===== src/rtl/mixed_fraction_alu_core_assert.svh =====
// ----------------------------------------------------------------------------
// mixed fraction alu assertion macros
// shorthand for clocked assertions used by the core
// ----------------------------------------------------------------------------
`ifndef MIXED_FRACTION_ALU_CORE_ASSERT_SVH
`define MIXED_FRACTION_ALU_CORE_ASSERT_SVH

// same-cycle implication, checked outside reset
`define MFA_ASSERT_IMP(lbl, ante, cons, msg) \
   lbl: assert property (@(posedge clock) disable iff (reset) (ante) |-> (cons)) \
      else $error(msg);

// next-cycle implication, checked outside reset
`define MFA_ASSERT_NXT(lbl, ante, cons, msg) \
   lbl: assert property (@(posedge clock) disable iff (reset) (ante) |=> (cons)) \
      else $error(msg);

`endif


===== src/rtl/mfa_pkg.sv =====
`timescale 1ns / 1ps
// ----------------------------------------------------------------------------
// mfa_pkg
// shared types and constants of the mixed fraction alu
// ----------------------------------------------------------------------------
package mfa_pkg;

   localparam int MFA_OPERAND_WIDTH_DEF = 16;
   localparam int MFA_DW                = 64;   // internal datapath, wraps mod 2^64
   localparam int MFA_CNT_W             = $clog2(MFA_DW);
   localparam int MFA_WHOLE_W           = 61;
   localparam int MFA_WIDE_W            = 46;

   typedef enum logic [1:0] {
      MFA_OP_ADD = 2'd0,
      MFA_OP_SUB = 2'd1,
      MFA_OP_MUL = 2'd2,
      MFA_OP_DIV = 2'd3
   } mfa_op_type;

   typedef enum logic [1:0] {
      MFA_ERR_NONE     = 2'd0,
      MFA_ERR_ZERO_DEN = 2'd1,
      MFA_ERR_DIV_ZERO = 2'd2
   } mfa_err_type;

   // operations of the shared arithmetic unit
   typedef enum logic [1:0] {
      MFA_UOP_MUL = 2'd0,
      MFA_UOP_DIV = 2'd1,
      MFA_UOP_GCD = 2'd2
   } mfa_uop_type;

   typedef struct packed {
      logic        start;
      mfa_uop_type uop;
   } mfa_cmd_type;

endpackage


===== src/rtl/mfa_unit.sv =====
`timescale 1ns / 1ps
// ----------------------------------------------------------------------------
// mfa_unit
// shared iterative unit: shift-add multiply, restoring divide, binary gcd
// ----------------------------------------------------------------------------
module mfa_unit
   import mfa_pkg::*;
(
   input  logic              clock,
   input  logic              reset,
   input  mfa_cmd_type       cmd,
   input  logic [MFA_DW-1:0] opnd_x,
   input  logic [MFA_DW-1:0] opnd_y,
   output logic              done,
   output logic [MFA_DW-1:0] res_q,
   output logic [MFA_DW-1:0] res_r
);

   typedef enum logic [1:0] {
      U_IDLE = 2'b01,
      U_RUN  = 2'b10
   } ustate_type;

   ustate_type           ust_ff, ust_in;
   mfa_uop_type          uop_ff, uop_in;
   logic [MFA_DW-1:0]    a_ff, a_in;
   logic [MFA_DW-1:0]    b_ff, b_in;
   logic [MFA_DW-1:0]    r_ff, r_in;
   logic [MFA_CNT_W-1:0] cnt_ff, cnt_in;
   logic                 done_ff, done_in;
   logic [MFA_DW-1:0]    q_ff, q_in;
   logic [MFA_DW-1:0]    rr_ff, rr_in;

   logic [MFA_DW:0]      r_sh;
   logic                 u_ge;
   logic [MFA_DW:0]      add_a, add_b;
   logic                 add_cin;
   logic [MFA_DW+1:0]    sum;
   logic                 carry;

   assign r_sh = {r_ff, a_ff[MFA_DW-1]};
   assign u_ge = (a_ff >= b_ff);

   // the one wide adder
   always_comb begin
      unique case (uop_ff)
         MFA_UOP_MUL: begin
            add_a   = {1'b0, r_ff};
            add_b   = {1'b0, a_ff};
            add_cin = 1'b0;
         end
         MFA_UOP_DIV: begin
            add_a   = r_sh;
            add_b   = ~{1'b0, b_ff};
            add_cin = 1'b1;
         end
         MFA_UOP_GCD: begin
            add_a   = {1'b0, (u_ge ? a_ff : b_ff)};
            add_b   = ~{1'b0, (u_ge ? b_ff : a_ff)};
            add_cin = 1'b1;
         end
         default: begin
            add_a   = '0;
            add_b   = '0;
            add_cin = 1'b0;
         end
      endcase
   end

   assign sum   = {1'b0, add_a} + {1'b0, add_b} + {{(MFA_DW+1){1'b0}}, add_cin};
   assign carry = sum[MFA_DW+1];

   always_comb begin
      ust_in  = ust_ff;
      uop_in  = uop_ff;
      a_in    = a_ff;
      b_in    = b_ff;
      r_in    = r_ff;
      cnt_in  = cnt_ff;
      done_in = 1'b0;
      q_in    = q_ff;
      rr_in   = rr_ff;
      unique case (ust_ff)
         U_IDLE: begin
            if (cmd.start) begin
               uop_in = cmd.uop;
               a_in   = opnd_x;
               b_in   = opnd_y;
               r_in   = '0;
               cnt_in = '0;
               ust_in = U_RUN;
            end
         end
         U_RUN: begin
            unique case (uop_ff)
               MFA_UOP_MUL: begin
                  // a is the shifting multiplicand, b the multiplier, r the sum
                  if (b_ff == '0) begin
                     q_in    = r_ff;
                     done_in = 1'b1;
                     ust_in  = U_IDLE;
                  end else begin
                     if (b_ff[0]) r_in = sum[MFA_DW-1:0];
                     a_in = a_ff << 1;
                     b_in = b_ff >> 1;
                  end
               end
               MFA_UOP_DIV: begin
                  // one quotient bit per clock
                  r_in   = carry ? sum[MFA_DW-1:0] : r_sh[MFA_DW-1:0];
                  a_in   = {a_ff[MFA_DW-2:0], carry};
                  cnt_in = cnt_ff + MFA_CNT_W'(1);
                  if (cnt_ff == '1) begin
                     q_in    = {a_ff[MFA_DW-2:0], carry};
                     rr_in   = carry ? sum[MFA_DW-1:0] : r_sh[MFA_DW-1:0];
                     done_in = 1'b1;
                     ust_in  = U_IDLE;
                  end
               end
               MFA_UOP_GCD: begin
                  // binary gcd, cnt holds the common power of two
                  priority if (a_ff == '0) begin
                     q_in    = b_ff << cnt_ff;
                     done_in = 1'b1;
                     ust_in  = U_IDLE;
                  end else if (b_ff == '0) begin
                     q_in    = a_ff << cnt_ff;
                     done_in = 1'b1;
                     ust_in  = U_IDLE;
                  end else if (!a_ff[0] && !b_ff[0]) begin
                     a_in   = a_ff >> 1;
                     b_in   = b_ff >> 1;
                     cnt_in = cnt_ff + MFA_CNT_W'(1);
                  end else if (!a_ff[0]) begin
                     a_in = a_ff >> 1;
                  end else if (!b_ff[0]) begin
                     b_in = b_ff >> 1;
                  end else if (u_ge) begin
                     a_in = sum[MFA_DW-1:0] >> 1;
                  end else begin
                     b_in = sum[MFA_DW-1:0] >> 1;
                  end
               end
               default: begin
                  ust_in = U_IDLE;
               end
            endcase
         end
         default: begin
            ust_in = U_IDLE;
         end
      endcase
   end

   always_ff @(posedge clock) begin
      if (reset) begin
         ust_ff  <= U_IDLE;
         done_ff <= 1'b0;
      end else begin
         ust_ff  <= ust_in;
         done_ff <= done_in;
      end
      uop_ff <= uop_in;
      a_ff   <= a_in;
      b_ff   <= b_in;
      r_ff   <= r_in;
      cnt_ff <= cnt_in;
      q_ff   <= q_in;
      rr_ff  <= rr_in;
   end

   assign done  = done_ff;
   assign res_q = q_ff;
   assign res_r = rr_ff;

endmodule


===== src/rtl/mixed_fraction_alu_core.sv =====
`timescale 1ns / 1ps
// ----------------------------------------------------------------------------
// mixed_fraction_alu_core
// exact add, subtract, multiply and divide of two mixed numbers
// ----------------------------------------------------------------------------
// a request is taken when start is high and busy is low; busy then stays high
// until the result is out (it stays low for a zero operand denominator). the
// result appears on the rsp_ ports for exactly one clock with rsp_valid high
// and cannot be held off, so capture it in that cycle. each operand is turned
// into an improper fraction, combined, reduced by the gcd and returned as floor
// whole part, fraction numerator and denominator. each request runs four or
// five shift-add multiplies, a binary gcd and three restoring divides, all on
// one shared unit that retires one bit or one gcd step per clock. a zero
// operand denominator is answered on the clock right after the request is
// taken, and a divisor of zero value once both operand multiplies are done.
// ----------------------------------------------------------------------------
`include "mixed_fraction_alu_core_assert.svh"

module mixed_fraction_alu_core
   import mfa_pkg::*;
#(
   parameter int OPERAND_WIDTH = MFA_OPERAND_WIDTH_DEF
) (
   input  logic                          clock,
   input  logic                          reset,
   input  logic                          start,
   output logic                          busy,
   input  logic [1:0]                    req_op,
   input  logic signed [OPERAND_WIDTH-1:0] req_a_whole,
   input  logic [OPERAND_WIDTH-2:0]      req_a_frac,
   input  logic [OPERAND_WIDTH-2:0]      req_a_den,
   input  logic signed [OPERAND_WIDTH-1:0] req_b_whole,
   input  logic [OPERAND_WIDTH-2:0]      req_b_frac,
   input  logic [OPERAND_WIDTH-2:0]      req_b_den,
   output logic                          rsp_valid,
   output logic signed [MFA_WHOLE_W-1:0] rsp_res_whole,
   output logic [MFA_WIDE_W-1:0]         rsp_res_frac,
   output logic [MFA_WIDE_W-1:0]         rsp_res_den,
   output logic [1:0]                    rsp_error
);

   localparam int W  = OPERAND_WIDTH;
   localparam int PW = OPERAND_WIDTH - 1;
   localparam int DW = MFA_DW;

   // sequencer, one state per use of the shared unit, plus idle and the combining step
   typedef enum logic [10:0] {
      S_IDLE    = 11'b000_0000_0001,
      S_MUL_A   = 11'b000_0000_0010,  // |a_whole| * a_den
      S_MUL_B   = 11'b000_0000_0100,  // |b_whole| * b_den
      S_MUL_T1  = 11'b000_0000_1000,  // ma * b_den, or ma * mb
      S_MUL_T2  = 11'b000_0001_0000,  // mb * a_den
      S_MUL_DEN = 11'b000_0010_0000,  // b_den * a_den
      S_COMBINE = 11'b000_0100_0000,  // signed sum and zero checks
      S_GCD     = 11'b000_1000_0000,
      S_DIV_MAG = 11'b001_0000_0000,
      S_DIV_DEN = 11'b010_0000_0000,
      S_DIV_RES = 11'b100_0000_0000   // whole part and remainder
   } seq_state_type;

   seq_state_type        state_ff, state_in;
   logic                 start_ff, start_in;

   // request capture
   mfa_op_type           op_ff, op_in;
   logic [W-1:0]         aw_ff, aw_in, bw_ff, bw_in;
   logic [PW-1:0]        af_ff, af_in, ad_ff, ad_in;
   logic [PW-1:0]        bf_ff, bf_in, bd_ff, bd_in;

   // working values, sign and magnitude
   logic [DW-1:0]        ma_ff, ma_in, mb_ff, mb_in;
   logic                 sa_ff, sa_in, sb_ff, sb_in;
   logic [DW-1:0]        t1_ff, t1_in, t2_ff, t2_in;
   logic [DW-1:0]        den_ff, den_in, g_ff, g_in;
   logic                 neg_ff, neg_in;

   // result registers
   logic                 valid_ff, valid_in;
   logic [MFA_WHOLE_W-1:0] whole_ff, whole_in;
   logic [MFA_WIDE_W-1:0]  frac_ff, frac_in;
   logic [MFA_WIDE_W-1:0]  rden_ff, rden_in;
   mfa_err_type          err_ff, err_in;

   // shared unit hookup
   mfa_cmd_type          u_cmd;
   logic [DW-1:0]        u_x, u_y;
   logic                 u_done;
   logic [DW-1:0]        u_q, u_r;

   logic                 accept;

   // operand magnitudes and zero-extended fields
   logic                 a_wneg, b_wneg;
   logic [W-1:0]         a_wmag, b_wmag;
   logic [DW-1:0]        a_wmag_x, b_wmag_x, ad_x, bd_x, af_x, bf_x;

   // improper numerator fixup after a whole-part product
   logic                 imp_wneg, imp_ge, imp_cin, imp_neg;
   logic [DW-1:0]        imp_frac, imp_opa, imp_opb, imp_mag;

   // combining step
   logic                 sb_eff, same_sign, t_ge, sm_cin, sm_sign;
   logic [DW-1:0]        sm_opa, sm_opb, sm_mag;
   logic [DW-1:0]        comb_mag, comb_den;
   logic                 comb_neg;

   // floor fixup on the final quotient
   logic [DW-1:0]        fl_whole, fl_frac;

   assign busy   = (state_ff != S_IDLE);
   assign accept = start && !busy;

   assign a_wneg   = aw_ff[W-1];
   assign b_wneg   = bw_ff[W-1];
   assign a_wmag   = a_wneg ? (~aw_ff + W'(1)) : aw_ff;
   assign b_wmag   = b_wneg ? (~bw_ff + W'(1)) : bw_ff;
   assign a_wmag_x = {{(DW-W){1'b0}}, a_wmag};
   assign b_wmag_x = {{(DW-W){1'b0}}, b_wmag};
   assign ad_x     = {{(DW-PW){1'b0}}, ad_ff};
   assign bd_x     = {{(DW-PW){1'b0}}, bd_ff};
   assign af_x     = {{(DW-PW){1'b0}}, af_ff};
   assign bf_x     = {{(DW-PW){1'b0}}, bf_ff};

   // whole*den + frac, with a negative whole part pulling the fraction back
   always_comb begin
      imp_wneg = (state_ff == S_MUL_A) ? a_wneg : b_wneg;
      imp_frac = (state_ff == S_MUL_A) ? af_x : bf_x;
      imp_ge   = (u_q >= imp_frac);
      if (!imp_wneg) begin
         imp_opa = u_q;
         imp_opb = imp_frac;
         imp_cin = 1'b0;
      end else if (imp_ge) begin
         imp_opa = u_q;
         imp_opb = ~imp_frac;
         imp_cin = 1'b1;
      end else begin
         imp_opa = imp_frac;
         imp_opb = ~u_q;
         imp_cin = 1'b1;
      end
      imp_mag = imp_opa + imp_opb + {{(DW-1){1'b0}}, imp_cin};
      imp_neg = imp_wneg && imp_ge && (u_q != imp_frac);
   end

   // signed add of the cross products, or product/quotient sign
   always_comb begin
      sb_eff    = (op_ff == MFA_OP_SUB) ? !sb_ff : sb_ff;
      same_sign = (sa_ff == sb_eff);
      t_ge      = (t1_ff >= t2_ff);
      if (same_sign) begin
         sm_opa = t1_ff;
         sm_opb = t2_ff;
         sm_cin = 1'b0;
      end else if (t_ge) begin
         sm_opa = t1_ff;
         sm_opb = ~t2_ff;
         sm_cin = 1'b1;
      end else begin
         sm_opa = t2_ff;
         sm_opb = ~t1_ff;
         sm_cin = 1'b1;
      end
      sm_mag  = sm_opa + sm_opb + {{(DW-1){1'b0}}, sm_cin};
      sm_sign = (same_sign || t_ge) ? sa_ff : sb_eff;
      unique case (op_ff)
         MFA_OP_ADD, MFA_OP_SUB: begin
            comb_mag = sm_mag;
            comb_neg = (sm_mag != '0) && sm_sign;
            comb_den = den_ff;
         end
         MFA_OP_MUL: begin
            comb_mag = t1_ff;
            comb_neg = (t1_ff != '0) && (sa_ff != sb_ff);
            comb_den = den_ff;
         end
         MFA_OP_DIV: begin
            comb_mag = t1_ff;
            comb_neg = (t1_ff != '0) && (sa_ff != sb_ff);
            comb_den = t2_ff;
         end
         default: begin
            comb_mag = '0;
            comb_neg = 1'b0;
            comb_den = '0;
         end
      endcase
   end

   // floor whole part, fraction kept non-negative
   always_comb begin
      if (!neg_ff) begin
         fl_whole = u_q;
         fl_frac  = u_r;
      end else if (u_r == '0) begin
         fl_whole = ~u_q + DW'(1);
         fl_frac  = '0;
      end else begin
         fl_whole = ~u_q;
         fl_frac  = den_ff - u_r;
      end
   end

   // operand select for the shared unit
   always_comb begin
      u_cmd.start = start_ff;
      u_cmd.uop   = MFA_UOP_MUL;
      u_x         = '0;
      u_y         = '0;
      unique case (state_ff)
         S_MUL_A: begin
            u_x = a_wmag_x;
            u_y = ad_x;
         end
         S_MUL_B: begin
            u_x = b_wmag_x;
            u_y = bd_x;
         end
         S_MUL_T1: begin
            u_x = ma_ff;
            u_y = (op_ff == MFA_OP_MUL) ? mb_ff : bd_x;
         end
         S_MUL_T2: begin
            u_x = mb_ff;
            u_y = ad_x;
         end
         S_MUL_DEN: begin
            u_x = bd_x;
            u_y = ad_x;
         end
         S_GCD: begin
            u_cmd.uop = MFA_UOP_GCD;
            u_x       = t1_ff;
            u_y       = den_ff;
         end
         S_DIV_MAG: begin
            u_cmd.uop = MFA_UOP_DIV;
            u_x       = t1_ff;
            u_y       = g_ff;
         end
         S_DIV_DEN: begin
            u_cmd.uop = MFA_UOP_DIV;
            u_x       = den_ff;
            u_y       = g_ff;
         end
         S_DIV_RES: begin
            u_cmd.uop = MFA_UOP_DIV;
            u_x       = t1_ff;
            u_y       = den_ff;
         end
         default: begin
            u_cmd.uop = MFA_UOP_MUL;
         end
      endcase
   end

   // sequencer
   always_comb begin
      state_in = state_ff;
      start_in = 1'b0;
      op_in    = op_ff;
      aw_in    = aw_ff;
      af_in    = af_ff;
      ad_in    = ad_ff;
      bw_in    = bw_ff;
      bf_in    = bf_ff;
      bd_in    = bd_ff;
      ma_in    = ma_ff;
      mb_in    = mb_ff;
      sa_in    = sa_ff;
      sb_in    = sb_ff;
      t1_in    = t1_ff;
      t2_in    = t2_ff;
      den_in   = den_ff;
      g_in     = g_ff;
      neg_in   = neg_ff;
      valid_in = 1'b0;
      whole_in = whole_ff;
      frac_in  = frac_ff;
      rden_in  = rden_ff;
      err_in   = err_ff;
      unique case (state_ff)
         S_IDLE: begin
            if (accept) begin
               op_in = mfa_op_type'(req_op);
               aw_in = $unsigned(req_a_whole);
               af_in = req_a_frac;
               ad_in = req_a_den;
               bw_in = $unsigned(req_b_whole);
               bf_in = req_b_frac;
               bd_in = req_b_den;
               if (req_a_den == '0 || req_b_den == '0) begin
                  // zero operand denominator, answered at once
                  valid_in = 1'b1;
                  whole_in = '0;
                  frac_in  = '0;
                  rden_in  = '0;
                  err_in   = MFA_ERR_ZERO_DEN;
               end else begin
                  state_in = S_MUL_A;
                  start_in = 1'b1;
               end
            end
         end
         S_MUL_A: begin
            if (u_done) begin
               ma_in    = imp_mag;
               sa_in    = imp_neg;
               state_in = S_MUL_B;
               start_in = 1'b1;
            end
         end
         S_MUL_B: begin
            if (u_done) begin
               mb_in = imp_mag;
               sb_in = imp_neg;
               if (op_ff == MFA_OP_DIV && imp_mag == '0) begin
                  // divisor value is zero
                  valid_in = 1'b1;
                  whole_in = '0;
                  frac_in  = '0;
                  rden_in  = '0;
                  err_in   = MFA_ERR_DIV_ZERO;
                  state_in = S_IDLE;
               end else begin
                  state_in = S_MUL_T1;
                  start_in = 1'b1;
               end
            end
         end
         S_MUL_T1: begin
            if (u_done) begin
               t1_in    = u_q;
               state_in = (op_ff == MFA_OP_MUL) ? S_MUL_DEN : S_MUL_T2;
               start_in = 1'b1;
            end
         end
         S_MUL_T2: begin
            if (u_done) begin
               t2_in = u_q;
               if (op_ff == MFA_OP_DIV) begin
                  state_in = S_COMBINE;
               end else begin
                  state_in = S_MUL_DEN;
                  start_in = 1'b1;
               end
            end
         end
         S_MUL_DEN: begin
            if (u_done) begin
               den_in   = u_q;
               state_in = S_COMBINE;
            end
         end
         S_COMBINE: begin
            if (comb_den == '0) begin
               // denominator wrapped to zero at wide operand widths
               valid_in = 1'b1;
               whole_in = '0;
               frac_in  = '0;
               rden_in  = '0;
               err_in   = MFA_ERR_DIV_ZERO;
               state_in = S_IDLE;
            end else begin
               t1_in    = comb_mag;
               den_in   = comb_den;
               neg_in   = comb_neg;
               state_in = S_GCD;
               start_in = 1'b1;
            end
         end
         S_GCD: begin
            if (u_done) begin
               g_in     = u_q;
               state_in = S_DIV_MAG;
               start_in = 1'b1;
            end
         end
         S_DIV_MAG: begin
            if (u_done) begin
               t1_in    = u_q;
               state_in = S_DIV_DEN;
               start_in = 1'b1;
            end
         end
         S_DIV_DEN: begin
            if (u_done) begin
               den_in   = u_q;
               state_in = S_DIV_RES;
               start_in = 1'b1;
            end
         end
         S_DIV_RES: begin
            if (u_done) begin
               valid_in = 1'b1;
               whole_in = fl_whole[MFA_WHOLE_W-1:0];
               frac_in  = fl_frac[MFA_WIDE_W-1:0];
               rden_in  = den_ff[MFA_WIDE_W-1:0];
               err_in   = MFA_ERR_NONE;
               state_in = S_IDLE;
            end
         end
         default: begin
            state_in = S_IDLE;
         end
      endcase
   end

   always_ff @(posedge clock) begin
      if (reset) begin
         state_ff <= S_IDLE;
         start_ff <= 1'b0;
         valid_ff <= 1'b0;
      end else begin
         state_ff <= state_in;
         start_ff <= start_in;
         valid_ff <= valid_in;
      end
      op_ff    <= op_in;
      aw_ff    <= aw_in;
      af_ff    <= af_in;
      ad_ff    <= ad_in;
      bw_ff    <= bw_in;
      bf_ff    <= bf_in;
      bd_ff    <= bd_in;
      ma_ff    <= ma_in;
      mb_ff    <= mb_in;
      sa_ff    <= sa_in;
      sb_ff    <= sb_in;
      t1_ff    <= t1_in;
      t2_ff    <= t2_in;
      den_ff   <= den_in;
      g_ff     <= g_in;
      neg_ff   <= neg_in;
      whole_ff <= whole_in;
      frac_ff  <= frac_in;
      rden_ff  <= rden_in;
      err_ff   <= err_in;
   end

   // shared multiply / divide / gcd unit
   mfa_unit u_unit (
      .clock  (clock),
      .reset  (reset),
      .cmd    (u_cmd),
      .opnd_x (u_x),
      .opnd_y (u_y),
      .done   (u_done),
      .res_q  (u_q),
      .res_r  (u_r)
   );

   assign rsp_valid     = valid_ff;
   assign rsp_res_whole = $signed(whole_ff);
   assign rsp_res_frac  = frac_ff;
   assign rsp_res_den   = rden_ff;
   assign rsp_error     = err_ff;

   // an accepted request keeps the block busy or is answered on the next clock
   `MFA_ASSERT_NXT(a_accept_busy, start && !busy, busy || rsp_valid, "request accepted but dropped")

   // a result is only shown once the sequencer is back in idle
   `MFA_ASSERT_IMP(a_valid_idle, rsp_valid, !busy, "result shown while busy")

   // error results carry all-zero payload
   `MFA_ASSERT_IMP(a_err_zero, rsp_valid && (rsp_error != MFA_ERR_NONE),
      (rsp_res_whole == '0) && (rsp_res_frac == '0) && (rsp_res_den == '0),
      "error result with nonzero payload")

endmodule

===== config.mk =====
export PLATFORM = sky130hd
export DESIGN_NAME = mixed_fraction_alu_core
export DESIGN_NICKNAME = d
export VERILOG_FILES = /design/src/rtl/mfa_pkg.sv /design/src/rtl/mfa_unit.sv /design/src/rtl/mixed_fraction_alu_core.sv
export VERILOG_INCLUDE_DIRS = /design/src /design/src/rtl
export SDC_FILE = /design/constraint.sdc
export NUM_CORES = 2
export LEC_CHECK = 0
export BUFFER_PORTS_ARGS = -buffer_cell sky130_fd_sc_hd__buf_2
export CELL_PAD_IN_SITES_DETAIL_PLACEMENT = 1
export CELL_PAD_IN_SITES_GLOBAL_PLACEMENT = 2
export CORE_ASPECT_RATIO = 1.1
export CORE_MARGIN = 1.5
export CORE_UTILIZATION = 35
export DETAILED_ROUTE_END_ITERATION = 10
export MAX_ROUTING_LAYER = met4
export PLACE_DENSITY_LB_ADDON = 0.1
export SLEW_MARGIN = 20
export SYNTH_ARGS = -nofsm -noshare
export SYNTH_HDL_FRONTEND = slang
export SYNTH_SLANG_ARGS = --single-unit

===== constraint.sdc =====
create_clock -name clock -period 17.9 [get_ports clock]
set_input_delay 0.895 -clock clock [delete_from_list [all_inputs] [get_ports clock]]
set_output_delay 0.895 -clock clock [all_outputs]
set_load 0.005 [all_outputs]

==> impl_metrics.json <==
{
  "setup_viol": 0,
  "syn_avg_cell_area_um2": 9.36,
  "ir_drop_mv": 0.118,
  "status": "finished, final reports clean",
  "portBuffers": 253,
  "core_region_area_mm2": 0.204,
  "rsz0062_at_grt": "false",
  "die_w_um": 434,
  "fmax_mhz": 85.5,
  "syn-num-nets": 8102,
  "slowest_delay_ps": 810,
  "slew_viol_final": 0,
  "drt-total-wl_um": 379000,
  "intPower_mw": 5.96,
  "worst_pin_slew_ps": 1340,
  "synth_edf_count": 964,
  "finish.utilization_pct": 39.2,
  "synthAdderAreaFrac_pct": 6.10,
  "cellLeakagePower_nw": 29.6,
  "gr-usage-all-layers_pct": 36.6,
  "dp_cells": 10200,
  "p_comb_share_pct": 45.1,
  "grt_max_degree": 106,
  "use_met3_pct": 4.29,
  "drc": 0,
  "fin_nets": 8057,
  "cpMostUsedCell": "buf_4",
  "hold_viol_final": 0,
  "pin_count": 254,
  "synthArstFlopShare_pct": 0,
  "clkLatencyLatePin_ps": 830,
  "synth-simple-area-share_pct": 15.8,
  "finalClockSkew_ps": 52.0,
  "cts_tree": "built",
  "pwr-share-clk_pct": 23.4,
  "dp_hpwl_um": 290000,
  "top_usage_layer": "met2",
  "antenna_found_initial": 38,
  "firstDrtPassIters": 9,
  "fin_crit_sh_pct": 65.3,
  "first_iter_violations": 7738,
  "cts_resized": 0,
  "end_kind": "flop",
  "cts_hold_buf": 0,
  "area_growth_pct": 11.7,
  "yosysUniqueCellTypes": 92,
  "period_needed_ps": 11690,
  "critPathArrivalTime_ps": 12120,
  "grt.overflow.total": 0,
  "crit_path_top_delay_cell": "buf_4",
  "start_util_pct": 35.1,
  "root_buffer": "clkbuf_16",
  "wl_per_cell_um": 36.2,
  "gr-usage-met1_pct": 49.6,
  "cts_setup_buffers": 0,
  "clk_path_buf_depth": 3,
  "power.density_mw_per_mm2": 137,
  "synth_area_mm2": 0.0717,
  "ys_ff_latch": 980,
  "yosysSeqAreaShare_pct": 40.8,
  "fin_setup_tns_ps": 0,
  "required_ps": 18330,
  "rows": 174,
  "worst-path-max-fanout": 72,
  "die-height_um": 478,
  "grt_pass1_vias": 66100,
  "clk_pin_slew_ps": 70,
  "viasPerCell": 6.39,
  "synth_mux_area_share_pct": 7.19,
  "drive_gt1_share_pct": 11.4,
  "synthCells": 7660,
  "p_sw_share_pct": 45.5,
  "synth-xor-area-share_pct": 3.81,
  "yosys_warnings": 0,
  "synthFlopType": "edfxtp_1",
  "seq_power_share_pct": 31.6,
  "critPathLaunchType": "flop",
  "vias": 66900,
  "dieArea_mm2": 0.207,
  "critPathKind": "flop to flop",
  "fin_cells": 10500,
  "finalPower_mw": 10.9,
  "drtAntennaViolNets": 0,
  "p_switching_mw": 4.98,
  "grt_util_met2_pct": 54.6,
  "numCtsBuffers": 118,
  "r2r_slack_ps": 6210,
  "cts_sinks": 980,
  "hold_path_class": "primary input to flop",
  "htree_levels": 3,
  "relSlewSlack_pct": 10.6,
  "grt_first_pass_wirelength_um": 525000,
  "synth_top_family_by_area": "compound AO/OA/AOI/OAI gates",
  "max-cap-violations": 0,
  "globalplace.congestion": 1.02,
  "synth-compound-area-share_pct": 21.6
}
==> cell usage in the layout, fill, tap and decap left out, drive strengths merged, types with 90 or more instances in the layout <==
master / instances
a21oi: 526
a21o: 206
nand3: 90
a222oi: 181
ha: 339
nor4: 162
clkbuf: 137
edfxtp: 964
a211oi: 100
nor3: 217
nand2: 750
buf: 441
mux2i: 426
xnor2: 183
o21ai: 468
xor2: 129
nor2: 682
inv: 270
nand4: 106
==> cells by family (layout without fill, tap and decap cells) <==
group / after synthesis / count (layout)
buf+inv: 872 / 924
fa+ha+maj: 346 / 346
flops: 980 / 980
compound gates: 2237 / 2237
simple gates: 2411 / 2411
xor+xnor: 312 / 312
mux: 502 / 502
other cells: 0 / 31
==> sequential cells by signal, summed over array words and instances, names as in the netlist, 46 cells and up <==
signal and flops:
g_ff 64, u_unit.a_ff 64, rsp_res_den 46, u_unit.res_r 64
den_ff 64, u_unit.res_q 64, u_unit.r_ff 64, rsp_res_whole 61
t2_ff 64, rsp_res_frac 46, mb_ff 64, t1_ff 64
ma_ff 64, u_unit.b_ff 64
==> worst max-delay path: cells and delay by family, from the launching register on <==
family	cells	cell delay, ps
and+or+nand+nor	14	3890
muxes	2	750
DFF	1	400
AOI/OAI and AO/OA	8	2780
buffers and inverters	5	2040
xor gates and xnor gates	1	150
adders and majority gates	3	1140
==> per-stage QoR <==
step | cell area (um^2) | hold slack [ps] | setup slack, ps
after global routing | 80000 | 229 | 5660
after global placement | 75800 | 539 | 6420
after detailed placement | 75900 | 554 | 6290
after floorplan | 71700 | 443 | 2170
final | 80000 | 239 | 6210
after CTS | 79900 | 178 | 6260
==> final timing paths <==
| kind | startpoint | end | cells after the start |
|---|---|---|---|
| max | state_ff[10]$_SDFFE_PP0P_ | rsp_res_frac[28]$_SDFFCE_PP0P_ | 33 |
| min | req_a_whole[14] | aw_ff[14]$_DFFE_PP_ | 1 |
| max reg2reg | state_ff[10]$_SDFFE_PP0P_ | rsp_res_frac[28]$_SDFFCE_PP0P_ | 33 |
| min reg2reg | state_ff[3]$_SDFFE_PP0P_ | state_ff[3]$_SDFFE_PP0P_ | 2 |
==> metal layers <==
layer  vias up  part of all wire [%]  routed length, um
met5         -                     0                  0
met4         0                   4.9              18700
met3       541                   6.9              26100
met2      2834                    45             169000
met1     34500                    44             165000
li1      29100                     -                  -
==> synthesized netlist by cell type, types with 78 or more instances <==
master    count  share of area [%]
a211oi_1    100                1.0
a21o_1      206                2.2
a21oi_1     526                3.7
a221oi_1     81               0.99
a222oi_1    181                2.5
and2_1       78               0.68
clkbuf_1    519                2.7
edfxtp_1    964                 40
ha_1        339                5.9
inv_1       264                1.4
mux2i_1     426                6.0
nand2_1     750                3.9
nand3_1      90               0.63
nand4_1     106               0.93
nor2_1      682                3.6
nor3_1      217                1.5
nor4_1      160                1.4
o21ai_0     463                3.2
xnor2_1     183                2.2
xor2_1      129                1.6
==> final cells by class <==
type / count / area [um^2]
Fill cell: 23100 / 124000
Clock buffer: 136 / 3040
Antenna cell: 31 / 77.6
Clock inverter: 81 / 936
Inverter: 265 / 1000
Sequential cell: 980 / 29300
Tap cell: 2728 / 3410
Timing Repair Buffer: 442 / 2740
Multi-Input combinational cell: 5808 / 39600
==> power groups by stage <==
stage,clock network [mW],registers (mW),logic (mW)
after floorplan,0,3.13,3.15
after global placement,0,3.47,4.78
after detailed placement,0,3.47,4.83
after CTS,2.59,3.42,4.86
after global routing,2.66,3.45,5.21
final,2.56,3.45,4.93
Power figures use the tool's default switching activity.
